File: src/rtl/core/bte_pkg.sv
`default_nettype none
package bte_pkg;

   localparam int MAX_GROUPS_DEF  = 8;
   localparam int MAX_ENTRIES_DEF = 16;
   localparam int STAGE_COUNT_DEF = 3;

   localparam int KIND_W = 2;
   localparam int SIZE_W = 16;
   localparam int TIME_W = 24;
   localparam int THR_W  = 7;
   localparam int EST_W  = 26;
   localparam int NUM_W  = TIME_W + SIZE_W + 1;
   localparam int DEN_W  = SIZE_W + THR_W;

   localparam logic [EST_W-1:0] ESTIMATE_MAX = 26'd50331645;

   localparam logic [KIND_W-1:0] KIND_KEY   = 2'd0;
   localparam logic [KIND_W-1:0] KIND_ENTRY = 2'd1;
   localparam logic [KIND_W-1:0] KIND_TIME  = 2'd2;
   localparam logic [KIND_W-1:0] KIND_QUERY = 2'd3;

   localparam logic [1:0] MODE_SKIP  = 2'd0;
   localparam logic [1:0] MODE_SPLIT = 2'd2;

   localparam logic [2:0] REG_M_STEP      = 3'd0;
   localparam logic [2:0] REG_ENTRIES     = 3'd1;
   localparam logic [2:0] REG_GROUPS      = 3'd2;
   localparam logic [2:0] REG_CPU_MODES   = 3'd3;
   localparam logic [2:0] REG_BLAS_MODES  = 3'd4;

   typedef struct packed {
      logic accept;
      logic g_inc;
      logic e_clr;
      logic e_cmp;
      logic pick;
      logic s_inc;
      logic cap_a;
      logic cap_b;
      logic mul;
      logic sum;
      logic div_step;
      logic acc;
      logic fin;
      logic fin_ok;
   } cmd_type;

   typedef struct packed {
      logic is_query;
      logic g_end;
      logic key_hit;
      logic range_ok;
      logic e_end;
      logic exact_hit;
      logic brk_hit;
      logic s_end;
      logic s_skip;
      logic interp;
      logic div_last;
      logic out_free;
   } sts_type;

endpackage
`default_nettype wire

File: src/rtl/core/bte_ctrl.sv
`default_nettype none
module bte_ctrl (
   input  wire logic             clock,
   input  wire logic             reset,
   input  wire logic             req_valid,
   output logic                  req_stall,
   input  bte_pkg::sts_type      sts,
   output bte_pkg::cmd_type      cmd
);

   localparam logic [4:0] ST_IDLE   = 5'd0;
   localparam logic [4:0] ST_GWAIT  = 5'd1;
   localparam logic [4:0] ST_GCMP   = 5'd2;
   localparam logic [4:0] ST_RANGE  = 5'd3;
   localparam logic [4:0] ST_EWAIT  = 5'd4;
   localparam logic [4:0] ST_ECMP   = 5'd5;
   localparam logic [4:0] ST_PICK   = 5'd6;
   localparam logic [4:0] ST_SCHK   = 5'd7;
   localparam logic [4:0] ST_AWAIT  = 5'd8;
   localparam logic [4:0] ST_ACAP   = 5'd9;
   localparam logic [4:0] ST_BWAIT  = 5'd10;
   localparam logic [4:0] ST_BCAP   = 5'd11;
   localparam logic [4:0] ST_MUL    = 5'd12;
   localparam logic [4:0] ST_SUM    = 5'd13;
   localparam logic [4:0] ST_DIV    = 5'd14;
   localparam logic [4:0] ST_ACC    = 5'd15;
   localparam logic [4:0] ST_FIN    = 5'd16;

   logic [4:0] state_ff, state_in;
   logic       ok_ff, ok_in;

   assign req_stall = (state_ff != ST_IDLE);

   always_comb begin
      state_in = state_ff;
      ok_in    = ok_ff;
      cmd      = '0;
      cmd.fin_ok = ok_ff;
      case (state_ff)
         ST_IDLE: begin
            if (req_valid) begin
               cmd.accept = 1'b1;
               if (sts.is_query) state_in = ST_GWAIT;
            end
         end
         ST_GWAIT: begin
            if (sts.g_end) begin
               ok_in    = 1'b0;
               state_in = ST_FIN;
            end else begin
               state_in = ST_GCMP;
            end
         end
         ST_GCMP: begin
            if (sts.key_hit) begin
               state_in = ST_RANGE;
            end else begin
               cmd.g_inc = 1'b1;
               state_in  = ST_GWAIT;
            end
         end
         ST_RANGE: begin
            if (sts.range_ok) begin
               cmd.e_clr = 1'b1;
               state_in  = ST_EWAIT;
            end else begin
               ok_in    = 1'b0;
               state_in = ST_FIN;
            end
         end
         ST_EWAIT: state_in = sts.e_end ? ST_PICK : ST_ECMP;
         ST_ECMP: begin
            cmd.e_cmp = 1'b1;
            state_in  = ST_EWAIT;
         end
         ST_PICK: begin
            if (sts.exact_hit || sts.brk_hit) begin
               cmd.pick = 1'b1;
               state_in = ST_SCHK;
            end else begin
               ok_in    = 1'b0;
               state_in = ST_FIN;
            end
         end
         ST_SCHK: begin
            if (sts.s_end) begin
               ok_in    = 1'b1;
               state_in = ST_FIN;
            end else if (sts.s_skip) begin
               cmd.s_inc = 1'b1;
            end else begin
               state_in = ST_AWAIT;
            end
         end
         ST_AWAIT: state_in = ST_ACAP;
         ST_ACAP: begin
            cmd.cap_a = 1'b1;
            state_in  = sts.interp ? ST_BWAIT : ST_MUL;
         end
         ST_BWAIT: state_in = ST_BCAP;
         ST_BCAP: begin
            cmd.cap_b = 1'b1;
            state_in  = ST_MUL;
         end
         ST_MUL: begin
            cmd.mul  = 1'b1;
            state_in = ST_SUM;
         end
         ST_SUM: begin
            cmd.sum  = 1'b1;
            state_in = ST_DIV;
         end
         ST_DIV: begin
            cmd.div_step = 1'b1;
            if (sts.div_last) state_in = ST_ACC;
         end
         ST_ACC: begin
            cmd.acc  = 1'b1;
            state_in = ST_SCHK;
         end
         ST_FIN: begin
            if (sts.out_free) begin
               cmd.fin  = 1'b1;
               state_in = ST_IDLE;
            end
         end
         default: state_in = ST_IDLE;
      endcase
   end

   always_ff @(posedge clock) begin
      if (reset) begin
         state_ff <= ST_IDLE;
         ok_ff    <= 1'b0;
      end else begin
         state_ff <= state_in;
         ok_ff    <= ok_in;
      end
   end

endmodule
`default_nettype wire

File: config.mk
export PLATFORM = sky130hd
export DESIGN_NAME = bte_ctrl
export DESIGN_NICKNAME = d
export VERILOG_FILES = /design/src/rtl/core/bte_pkg.sv /design/src/rtl/core/bte_ctrl.sv
export SDC_FILE = /design/constraint.sdc
export NUM_CORES = 1
export LEC_CHECK = 0
export BUFFER_PORTS_ARGS = -buffer_cell sky130_fd_sc_hd__buf_2
export CAP_MARGIN = 10
export CELL_PAD_IN_SITES_DETAIL_PLACEMENT = 0
export CELL_PAD_IN_SITES_GLOBAL_PLACEMENT = 1
export CORE_MARGIN = 4
export CORE_UTILIZATION = 27
export CTS_BUF_LIST = sky130_fd_sc_hd__clkbuf_2
export DETAILED_ROUTE_END_ITERATION = 7
export GPL_ROUTABILITY_DRIVEN = 0
export HOLD_SLACK_MARGIN = 0.05
export PLACE_DENSITY = 0.83
export SYNTH_ARGS = -nofsm -noshare
export SYNTH_HDL_FRONTEND = slang
export SYNTH_SLANG_ARGS = --single-unit
export TNS_END_PERCENT = 5
File: constraint.sdc
create_clock -name clock -period 1.5 [get_ports clock]
set_input_delay 0.075 -clock clock [delete_from_list [all_inputs] [get_ports clock]]
set_output_delay 0.075 -clock clock [all_outputs]
set_load 0.005 [all_outputs]
==> impl_metrics.py, run 1 <==
metrics = {
    "synthesis": {
        "ys_seq_area_share_pct": 20.65,
        "syn_nets": 104,
        "synth_seq_cells": 6,
        "synth-edff-count": 0,
        "yosysUniqueCellTypes": 36,
        "netlist_area_sq_um": 581.8,
        "synth_top_family_by_area": "simple AND/OR/NAND/NOR gates",
        "synth-compound-area-share_pct": 21.51,
        "synth_common_cells": "nor2_1 (14), nand2_1 (7), a21oi_1 (6), dfxtp_1 (6), nor3_1 (6)",
        "avgSynthCellArea_sq_um": 6.537,
        "yosysTopAreaCell": "dfxtp_1",
        "yosys.area_share.simple_pct": 49.25,
        "yosysWarnings": 0,
        "yosys-top-cells-area": "dfxtp_1 (21%), nor2_1 (9.0%), a21oi_1 (5.2%)",
        "netlist_instances": 89,
        "ys.flop_type": "dfxtp_1",
        "synthAdderAreaFrac_pct": 0,
        "yosys.area.top_type_share_pct": 20.65,
        "async_flop_share_pct": 0,
        "synth_most_common_cell": "nor2_1",
        "synthMuxAreaShare_pct": 0,
        "yosys.area_share.xor_xnor_pct": 0,
    },
    "clock_network": {
        "cts_max_level": 1,
        "clockRootBuffer": "clkbuf_2",
        "clk_latency_ns": 0.22,
        "cts_tree": "built",
        "cts.sinks": 6,
        "numCtsBuffers": 3,
        "clk_path_buf_depth": 2,
        "postCtsHoldBufs": 0,
        "clkTransAtPathRegs_ns": 0.05,
    },
    "routing": {
        "post_drt_wl_per_cell_um": 11.83,
        "viasPerCell": 4.897,
        "drcViolationCount": 0,
        "firstDrtPassIters": 4,
        "drt_wl_total_mm": 1.834,
        "vias": 759,
        "first_iter_violations": 17,
        "postRouteAntennaNets": 0,
    },
    "timing": {
        "clock.fmax_mhz": 566.6,
        "maxSlewHeadroom_pct": 74.39,
        "timing.final.ws_setup_ns": -0.2648,
        "finalHoldViolCount": 0,
        "fin_crit_ns": 1.765,
        "rsz0062_at_grt": "true",
        "fin_crit_sh_pct": 117.7,
        "finalSetupViolations": 7,
        "maxSlewViolCount": 0,
        "skew_ns": 0.01140,
        "worst_pin_slew_ns": 0.3824,
    },
    "global_routing": {
        "grt_use_total_pct": 13.41,
        "grt_pass1_wl_mm": 2.973,
        "grt_max_degree": 15,
        "antenna_found_initial": 0,
        "grt_pass1_vias": 741,
        "grt-ovfl-total": 0,
    },
    "finish": {
        "stdcell_count": 155,
        "syn2layout_area_growth_pct": 52.04,
        "nets": 145,
        "num_antenna_cells": 0,
        "drive_above_1_share_pct": 42.97,
        "n_fill_cell": 206,
        "multiInputGateArea_sq_um": 440.4,
        "ff_latch_area_sq_um": 121.4,
        "final_cell_area_sq_um": 884.6,
    },
    "critical_path": {
        "crit_type": "flop to output port",
        "worstReg2RegStart": "state_ff[3]$_SDFFE_PP0P_",
        "ff2ff_setup_slack_ns": -0.14,
        "worstSetupStartpoint": "state_ff[3]$_SDFFE_PP0P_",
        "crit_required_ns": 1.42,
        "cp-endpoint": "cmd[8]",
        "endpoint_kind": "output port",
        "start_kind": "flop",
        "cp_max_fo": 3,
        "worstPathArrival_ns": 1.69,
        "rr_endpoint": "state_ff[0]$_SDFFE_PP0P_",
        "rr_worst_depth": 5,
    },
    "place": {
        "post-dp-hpwl_mm": 1.472,
        "dp_cells": 152,
        "port_buffers": 29,
        "placed_cell_area_sq_um": 833.3,
    },
    "floorplanning": {
        "die_w_um": 54.42,
        "io_pins": 30,
        "chipHeight_um": 54.42,
        "core_sq_um": 2002,
        "row_count": 16,
        "start_util_pct": 29.06,
        "die_area_sq_um": 2962,
    },
    "power_and_ir_drop": {
        "ir_worst_vdd_mv": 0.2869,
        "power.density_nw_per_um2": 575.3,
        "p_leak_nw": 0.4228,
    },
    "status": {
        "violations": "setup timing",
        "status": "complete, but fails checks",
    },
    "job": {
        "max-cap-violations": 0,
    },
    "worst_hold_path": {
        "min_from": "reset",
        "hold_path.class": "primary input to flop",
    },
}
[cell families after synthesis]
kind of cell / after synthesis
buffers and inverters: 12
AND/OR/NAND/NOR: 52
AO/OA/AOI/OAI: 19
flip-flops: 6
[critical path, cell delays in order (launching register included)]
cell,delay [ns]
dfxtp_1,0.31
or3b_4,0.39
or4_4,0.51
clkinv_2,0.07
buf_4,0.09
buf_2,0.10
[stage by stage]
stage | utilization, % | total power, mW | TNS (ns) | worst slack (ns) | hold WS (ns)
floorplan | - | 0.2940 | -0.2781 | -0.1595 | 0.1370
global placement | 41.63 | 0.3883 | -0.1979 | -0.1073 | 0.3469
detailed placement | 41.63 | 0.3906 | -0.3559 | -0.1295 | 0.3457
CTS | 43.31 | 0.5039 | -0.6592 | -0.2639 | 0.1251
global route | 44.19 | 0.5506 | -1.056 | -0.3179 | 0.1337
finish | 44.19 | 0.5089 | -0.6996 | -0.2648 | 0.1487
[final cells by class]
class / instances / share of cell area [%]
Timing Repair Buffer: 42 / 28.29
Tap cell: 27 / 3.819
Clock buffer: 3 / 1.697
Multi-Input combinational cell: 71 / 49.79
Inverter: 6 / 2.687
Sequential cell: 6 / 13.72
[layer usage]
layer / vias up / GRT usage (%) / share of wire (%)
met3: 3 / 2.997 / 7.3
met1: 333 / 15.88 / 47
met4: 0 / 6.224 / 1.1
met5: - / 0 / 0
met2: 32 / 22.71 / 45
li1: 391 / - / -
[worst min path at each step]
| stage | endpoint | cells past startpoint | slack, ns |
|---|---|---|---|
| finish | state_ff[4]$_SDFFE_PP0P_ | 2 | 0.15 |
| global route | state_ff[4]$_SDFFE_PP0P_ | 2 | 0.13 |
| CTS | state_ff[4]$_SDFFE_PP0P_ | 2 | 0.13 |
| detailed placement | state_ff[4]$_SDFFE_PP0P_ | 2 | 0.35 |
| global placement | state_ff[4]$_SDFFE_PP0P_ | 2 | 0.35 |
| floorplan | state_ff[2]$_SDFFE_PP0P_ | 1 | 0.14 |
[cells in the final DEF (no fill, tap or decap), types with 2 or more instances in the layout]
cell type / instances
buf_6: 2
buf_4: 11
a31oi_1: 3
nand3_1: 2
a21oi_1: 5
nor2_1: 14
and2_1: 2
nor2b_1: 2
and3_1: 3
clkbuf_2: 3
nor3_1: 4
dfxtp_1: 5
nand2_1: 7
nand2b_1: 3
buf_2: 29
inv_1: 5
[flip-flops by register name (all words and copies together), names as in the netlist]
name	flops
state_ff	5
ok_ff	1
[timing repair]
action                                  CTS  global route
gates cloned                              0             0
resized for setup                         4             5
pin swaps                                 0             1
endpoints found under the setup margin   10             9
buffers inserted                          0             0
[power by group]
| part | internal (mW) | switching [mW] |
|---|---|---|
| Clock | 0.0542 | 0.0567 |
| Combinational | 0.111 | 0.110 |
| Sequential | 0.170 | 0.00689 |
Power figures use the tool's default switching activity.
==> inputs of run 2 (changes only) <==
--- a/config.mk
+++ b/config.mk
@@ -5,17 +5,17 @@
 export SDC_FILE = /design/constraint.sdc
 export NUM_CORES = 1
 export LEC_CHECK = 0
+export ABC_AREA = 1
 export BUFFER_PORTS_ARGS = -buffer_cell sky130_fd_sc_hd__buf_2
 export CAP_MARGIN = 10
 export CELL_PAD_IN_SITES_DETAIL_PLACEMENT = 0
 export CELL_PAD_IN_SITES_GLOBAL_PLACEMENT = 1
 export CORE_MARGIN = 4
-export CORE_UTILIZATION = 27
-export CTS_BUF_LIST = sky130_fd_sc_hd__clkbuf_2
+export CORE_UTILIZATION = 26
 export DETAILED_ROUTE_END_ITERATION = 7
 export GPL_ROUTABILITY_DRIVEN = 0
 export HOLD_SLACK_MARGIN = 0.05
-export PLACE_DENSITY = 0.83
+export PLACE_DENSITY = 0.81
 export SYNTH_ARGS = -nofsm -noshare
 export SYNTH_HDL_FRONTEND = slang
 export SYNTH_SLANG_ARGS = --single-unit
==> run 2 against run 1 <==
Net effect:
- the flow now finishes without violations
- clock power is 33% higher
- synthesized area grew 17%
- cell area rose by 0.42%
- sequential share of layout area increased by 0.22 points
- largest cell class unchanged
==> impl_metrics.py, run 2 <==
metrics = {
    "routing": {
        "drt_wl_total_mm": 2.157,
        "drcViolationCount": 0,
        "firstDrtPassIters": 4,
        "vias": 884,
        "viasPerCell": 4.677,
        "post_drt_wl_per_cell_um": 11.41,
        "postRouteAntennaNets": 0,
        "first_iter_violations": 29,
    },
    "power_and_ir_drop": {
        "swShare_pct": 34.23,
        "power_frac_comb_pct": 31.5,
        "pwr-share-seq_pct": 38.3,
        "internal_power_mw": 0.3222,
        "power.density_nw_per_um2": 551.4,
        "clkPwrFrac_pct": 30.2,
        "ir_worst_vdd_mv": 0.4393,
        "p_leak_nw": 0.5454,
        "switchingPower_mw": 0.1677,
    },
    "timing": {
        "worst_pin_slew_ns": 0.3547,
        "fin_crit_ns": 1.413,
        "clock.fmax_mhz": 707.5,
        "rsz0062_at_grt": "true",
        "fin_crit_sh_pct": 94.22,
        "timing.final.ws_setup_ns": 0.08667,
        "maxSlewHeadroom_pct": 76.33,
        "maxSlewViolCount": 0,
        "finalHoldViolCount": 0,
        "setup_tns_ns": 0,
        "finalSetupViolations": 0,
        "skew_ns": 0.003552,
    },
    "finish": {
        "mostFrequentLayoutCell": "nand2_1",
        "largest-register": "state_ff",
        "syn2layout_area_growth_pct": 30.51,
        "n_fill_cell": 279,
        "nets": 176,
        "num_antenna_cells": 0,
        "largestRegisters": "state_ff: 5 flops, ok_ff: 1 flops",
        "largest_register_ffs": 5,
        "final_cell_mix": "nand2_1 (31), buf_2 (29), nor2_1 (24)",
        "final_core_util_pct": 35.86,
        "drive_above_1_share_pct": 32.70,
    },
    "job": {
        "max-cap-violations": 0,
    },
    "synthesis": {
        "yosys.area.top_type_share_pct": 17.65,
        "avgSynthCellArea_sq_um": 5.318,
        "yosysTopAreaCell": "dfxtp_1",
        "synth_common_cells": "nand2_1 (31), nor2_1 (24), inv_1 (23)",
        "syn_nets": 143,
        "async_flop_share_pct": 0,
        "netlist_area_sq_um": 680.7,
        "ys.flop_type": "dfxtp_1",
        "synth_seq_cells": 6,
        "yosysWarnings": 0,
        "yosys-top-cells-area": "dfxtp_1 (18%), nand2_1 (17%), nor2_1 (13%)",
        "netlist_instances": 128,
        "yosysUniqueCellTypes": 23,
        "ys_seq_area_share_pct": 17.65,
        "synth-edff-count": 0,
        "synth_most_common_cell": "nand2_1",
    },
    "clock_network": {
        "cts_resized": 0,
        "clkTransAtPathRegs_ns": 0.04,
        "cts_max_level": 1,
        "cts_tree": "built",
        "cts_setup_buffers": 0,
        "clk_latency_ns": 0.25,
        "clockRootBuffer": "clkbuf_4",
        "cts.sinks": 6,
        "postCtsHoldBufs": 0,
        "clk_path_buf_depth": 2,
        "numCtsBuffers": 3,
    },
    "floorplanning": {
        "row_count": 18,
        "die_area_sq_um": 3501,
        "start_util_pct": 27.47,
        "die_w_um": 59.17,
        "io_pins": 30,
        "core_sq_um": 2477,
        "chipHeight_um": 59.17,
    },
    "global_routing": {
        "grt_busiest_layer": "met2",
        "grt_pass1_wl_mm": 3.470,
        "grt_util_met3_pct": 2.614,
        "grt-ovfl-total": 0,
        "grt_use_total_pct": 12.88,
        "grt_max_degree": 9,
        "gr-usage-met2_pct": 21.29,
        "antenna_found_initial": 0,
        "grt_pass1_vias": 816,
        "use_met1_pct": 15.99,
    },
    "critical_path": {
        "endpoint_kind": "output port",
        "crit_type": "flop to output port",
        "cp_max_fo": 7,
        "start_kind": "flop",
        "worstPathArrival_ns": 1.34,
        "crit_required_ns": 1.42,
    },
    "status": {
        "status": "finished clean",
    },
    "place": {
        "port_buffers": 29,
        "post-place-ws_ns": 0.05440,
        "post-dp-hpwl_mm": 1.788,
    },
    "worst_hold_path": {
        "hold_path.class": "primary input to flop",
    },
}
run 2: changes by cell type after synthesis, sizes merged, moves of 3 or more:
cell,change
nand2b,-3
nand2,+26
a31oi,-3
nand3,+9
nor3,-5
nand4,+5
clkbuf,-5
nor2b,-3
inv,+20
nor2,+17
run 2: stage by stage:
stage | hold WS (ns) | cells | instance area [sq um] | total power [mW]
floorplan | 0.1441 | 128 | 680.7 | 0.2842
CTS | 0.06144 | 189 | 874.6 | 0.4873
global placement | 0.3121 | 186 | 852.1 | 0.3347
global route | 0.07656 | 189 | 888.4 | 0.5226
detailed placement | 0.3203 | 186 | 852.1 | 0.3365
finish | 0.05546 | 189 | 888.4 | 0.4899
run 2: critical path, stage by stage (launching register included):
cell and delay [ns]:
dfxtp_1 0.35, nor2_2 0.33, nand3_1 0.18, nor2_1 0.12, buf_2 0.12
run 2: cell families (layout without fill, tap and decap cells):
group	Yosys count	after routing	synth area share, %
AOI/OAI and AO/OA	9	9	7.352
buffers and inverters	28	59	17.10
DFF	6	6	17.65
and+or+nand+nor	85	85	57.91
run 2: final timing paths:
path,startpoint,to,slack (ns),cells past startpoint
max,state_ff[2]$_SDFFE_PP0P_,cmd[13],0.09,4
min,reset,state_ff[0]$_SDFFE_PP0P_,0.06,2
max reg2reg,state_ff[2]$_SDFFE_PP0P_,state_ff[1]$_SDFFE_PP0P_,0.10,8
min reg2reg,ok_ff$_SDFFE_PP0P_,ok_ff$_SDFFE_PP0P_,0.51,4
run 2: routing by layer:
layer / routed length [um] / part of all wire [%]
met1: 920 / 43
met2: 1064 / 49
met3: 141 / 6.5
met4: 29 / 1.3
met5: 0 / 0
run 2: power by group through the flow:
stage	combinational [mW]	clock, mW	sequential (mW)
floorplan	0.103	0	0.181
global placement	0.149	0	0.186
detailed placement	0.150	0	0.186
CTS	0.151	0.152	0.184
global route	0.175	0.157	0.191
finish	0.154	0.148	0.187
run 2: layout make-up:
type                       instances  area (sq um)  area share, %
clock buffer                       3         22.52          2.535
inverter                          26         97.59          10.99
multi-input combinational         94         454.2          51.13
sequential                         6         123.9          13.94
tap                               30         37.54          4.225
timing repair buffer              30         152.6          17.18
==> inputs of run 3 (changes only) <==
--- a/config.mk
+++ b/config.mk
@@ -11,11 +11,12 @@
 export CELL_PAD_IN_SITES_DETAIL_PLACEMENT = 0
 export CELL_PAD_IN_SITES_GLOBAL_PLACEMENT = 1
 export CORE_MARGIN = 4
-export CORE_UTILIZATION = 26
+export CORE_UTILIZATION = 31
+export CTS_CLUSTER_SIZE = 25
 export DETAILED_ROUTE_END_ITERATION = 7
 export GPL_ROUTABILITY_DRIVEN = 0
-export HOLD_SLACK_MARGIN = 0.05
-export PLACE_DENSITY = 0.81
+export HOLD_SLACK_MARGIN = 0.03
+export PLACE_DENSITY = 0.89
 export SYNTH_ARGS = -nofsm -noshare
 export SYNTH_HDL_FRONTEND = slang
 export SYNTH_SLANG_ARGS = --single-unit
==> constraint.sdc (replaced) <==
create_clock -name clock -period 1.7 [get_ports clock]
set_input_delay 0.085 -clock clock [delete_from_list [all_inputs] [get_ports clock]]
set_output_delay 0.085 -clock clock [all_outputs]
set_load 0.005 [all_outputs]
==> run 3 against run 2 <==
Net effect:
- clock-buffer cell count stayed put
- routed wire length is 7.8% lower
- sequential share of layout area hardly changed
- first-iteration DRC count is 17% higher
- total power is 14% lower
- flip-flop and latch count stayed put
- via count is 0.34% higher
- worst setup slack better by 0.12 ns
- global-route usage is 2.6 points higher
- critical path type unchanged
- largest cell class unchanged
==> impl_metrics.py, run 3 (synthesis gave the netlist of run 2 again) <==
metrics = {
    "timing": {
        "finalSetupViolations": 0,
        "timing.final.ws_setup_ns": 0.2109,
        "fin_crit_ns": 1.489,
        "clock.fmax_mhz": 671.6,
        "rsz0062_at_grt": "false",
        "maxSlewHeadroom_pct": 71.48,
        "skew_ns": 0.004983,
        "worst_pin_slew_ns": 0.4272,
        "finalHoldViolCount": 0,
        "setup_tns_ns": 0,
        "fin_crit_sh_pct": 87.59,
        "maxSlewViolCount": 0,
    },
    "floorplanning": {
        "die_area_sq_um": 3009,
        "start_util_pct": 33.66,
        "io_pins": 30,
        "core_sq_um": 2022,
        "die_w_um": 54.86,
        "chipHeight_um": 54.86,
        "row_count": 16,
    },
    "finish": {
        "largestRegisters": "state_ff: 5 flops, ok_ff: 1 flops",
        "multiInputGateArea_sq_um": 444.2,
        "num_antenna_cells": 0,
        "final_cell_area_sq_um": 863.3,
        "n_fill_cell": 235,
        "nets": 175,
        "drive_above_1_share_pct": 29.75,
        "largest-register": "state_ff",
        "largest_register_ffs": 5,
        "syn2layout_area_growth_pct": 26.84,
        "mostFrequentLayoutCell": "nand2_1",
        "final_cell_mix": "nand2_1 (31), buf_2 (29), nor2_1 (24)",
        "ff_latch_area_sq_um": 120.1,
    },
    "power_and_ir_drop": {
        "power_frac_comb_pct": 30.3,
        "switchingPower_mw": 0.1412,
        "ir_worst_vdd_mv": 0.4918,
        "swShare_pct": 33.60,
        "p_leak_nw": 0.5367,
        "clkPwrFrac_pct": 30.6,
        "internal_power_mw": 0.2791,
        "power.density_nw_per_um2": 486.8,
        "pwr-share-seq_pct": 39.1,
    },
    "critical_path": {
        "ff2ff_setup_slack_ns": 0.23,
        "crit_type": "flop to output port",
        "worstPathArrival_ns": 1.40,
        "start_kind": "flop",
        "endpoint_kind": "output port",
        "rr_worst_depth": 9,
        "crit_required_ns": 1.62,
        "worstReg2RegStart": "state_ff[4]$_SDFFE_PP0P_",
        "cp_max_fo": 10,
        "rr_endpoint": "ok_ff$_SDFFE_PP0P_",
    },
    "global_routing": {
        "grt_max_degree": 11,
        "grt_pass1_wl_mm": 3.346,
        "grt-ovfl-total": 0,
        "grt_pass1_vias": 807,
        "antenna_found_initial": 0,
        "grt_use_total_pct": 15.45,
    },
    "worst_hold_path": {
        "min_path_cells": 2,
        "min_from": "reset",
        "hold_path_end": "state_ff[3]$_SDFFE_PP0P_",
        "hold_path.class": "primary input to flop",
    },
    "clock_network": {
        "cts.sinks": 6,
        "clk_path_buf_depth": 2,
        "clockRootBuffer": "clkbuf_4",
        "cts_tree": "built",
        "cts_max_level": 1,
        "clkTransAtPathRegs_ns": 0.05,
        "cts_setup_buffers": 0,
        "cts_resized": 0,
        "clk_latency_ns": 0.24,
        "postCtsHoldBufs": 0,
        "numCtsBuffers": 3,
    },
    "routing": {
        "viasPerCell": 4.795,
        "firstDrtPassIters": 4,
        "vias": 887,
        "drt_wl_total_mm": 1.989,
        "first_iter_violations": 34,
        "drcViolationCount": 0,
        "post_drt_wl_per_cell_um": 10.75,
        "postRouteAntennaNets": 0,
    },
    "status": {
        "status": "finished clean",
    },
    "job": {
        "max-cap-violations": 0,
    },
    "place": {
        "port_buffers": 29,
        "placed_cell_area_sq_um": 840.8,
        "post-place-ws_ns": 0.2539,
        "post-dp-hpwl_mm": 1.717,
    },
}
==> run 3: critical path, cell delays in order (launching register included) <==
cell and delay [ns]:
dfxtp_1 0.58, inv_2 0.13, nor4_1 0.30, buf_2 0.16
==> run 3: how the worst max path moves through the flow <==
stage	start	end	slack [ns]	cells past startpoint
after floorplan	state_ff[4]$_SDFFE_PP0P_	ok_ff$_SDFFE_PP0P_	0.54	10
after detailed placement	state_ff[4]$_SDFFE_PP0P_	ok_ff$_SDFFE_PP0P_	0.25	9
after global placement	state_ff[4]$_SDFFE_PP0P_	ok_ff$_SDFFE_PP0P_	0.31	9
after global routing	state_ff[4]$_SDFFE_PP0P_	ok_ff$_SDFFE_PP0P_	0.04	9
after CTS	state_ff[4]$_SDFFE_PP0P_	cmd[1]	0.20	3
final	state_ff[4]$_SDFFE_PP0P_	cmd[1]	0.21	3
==> run 3: routing by layer <==
| metal | vias up | track usage (%) | part of all wire [%] |
|---|---|---|---|
| li1 | 461 | - | - |
| met4 | 0 | 5.809 | 0.85 |
| met5 | - | 0 | 0 |
| met2 | 36 | 23.82 | 47 |
| met3 | 4 | 3.542 | 8.8 |
| met1 | 386 | 20.62 | 43 |
==> run 3: through the flow <==
stage | instances | hold WS [ns] | power, mW | util, %
floorplan | 128 | 0.1541 | 0.2508 | -
global placement | 182 | 0.3338 | 0.2940 | 41.58
detailed placement | 182 | 0.3366 | 0.2945 | 41.58
CTS | 185 | 0.08084 | 0.4259 | 42.70
global route | 185 | 0.09446 | 0.4638 | 42.70
finish | 185 | 0.08328 | 0.4203 | 42.70
==> run 3: area by class of cell <==
class	count	area share [%]
flip-flops and latches	6	13.91
repair buffers	29	16.81
well taps	27	3.913
clock buffers	3	2.609
multi-input cells	94	51.45
inverters	26	11.30
==> run 3: power groups by stage <==
stage | combinational, mW | clock [mW] | sequential [mW]
3_3_place_gp | 0.128 | 0 | 0.166
3_5_place_dp | 0.128 | 0 | 0.167
6_report | 0.127 | 0.129 | 0.164
4_1_cts | 0.128 | 0.134 | 0.164
2_1_floorplan | 0.0910 | 0 | 0.160
5_1_grt | 0.149 | 0.149 | 0.167
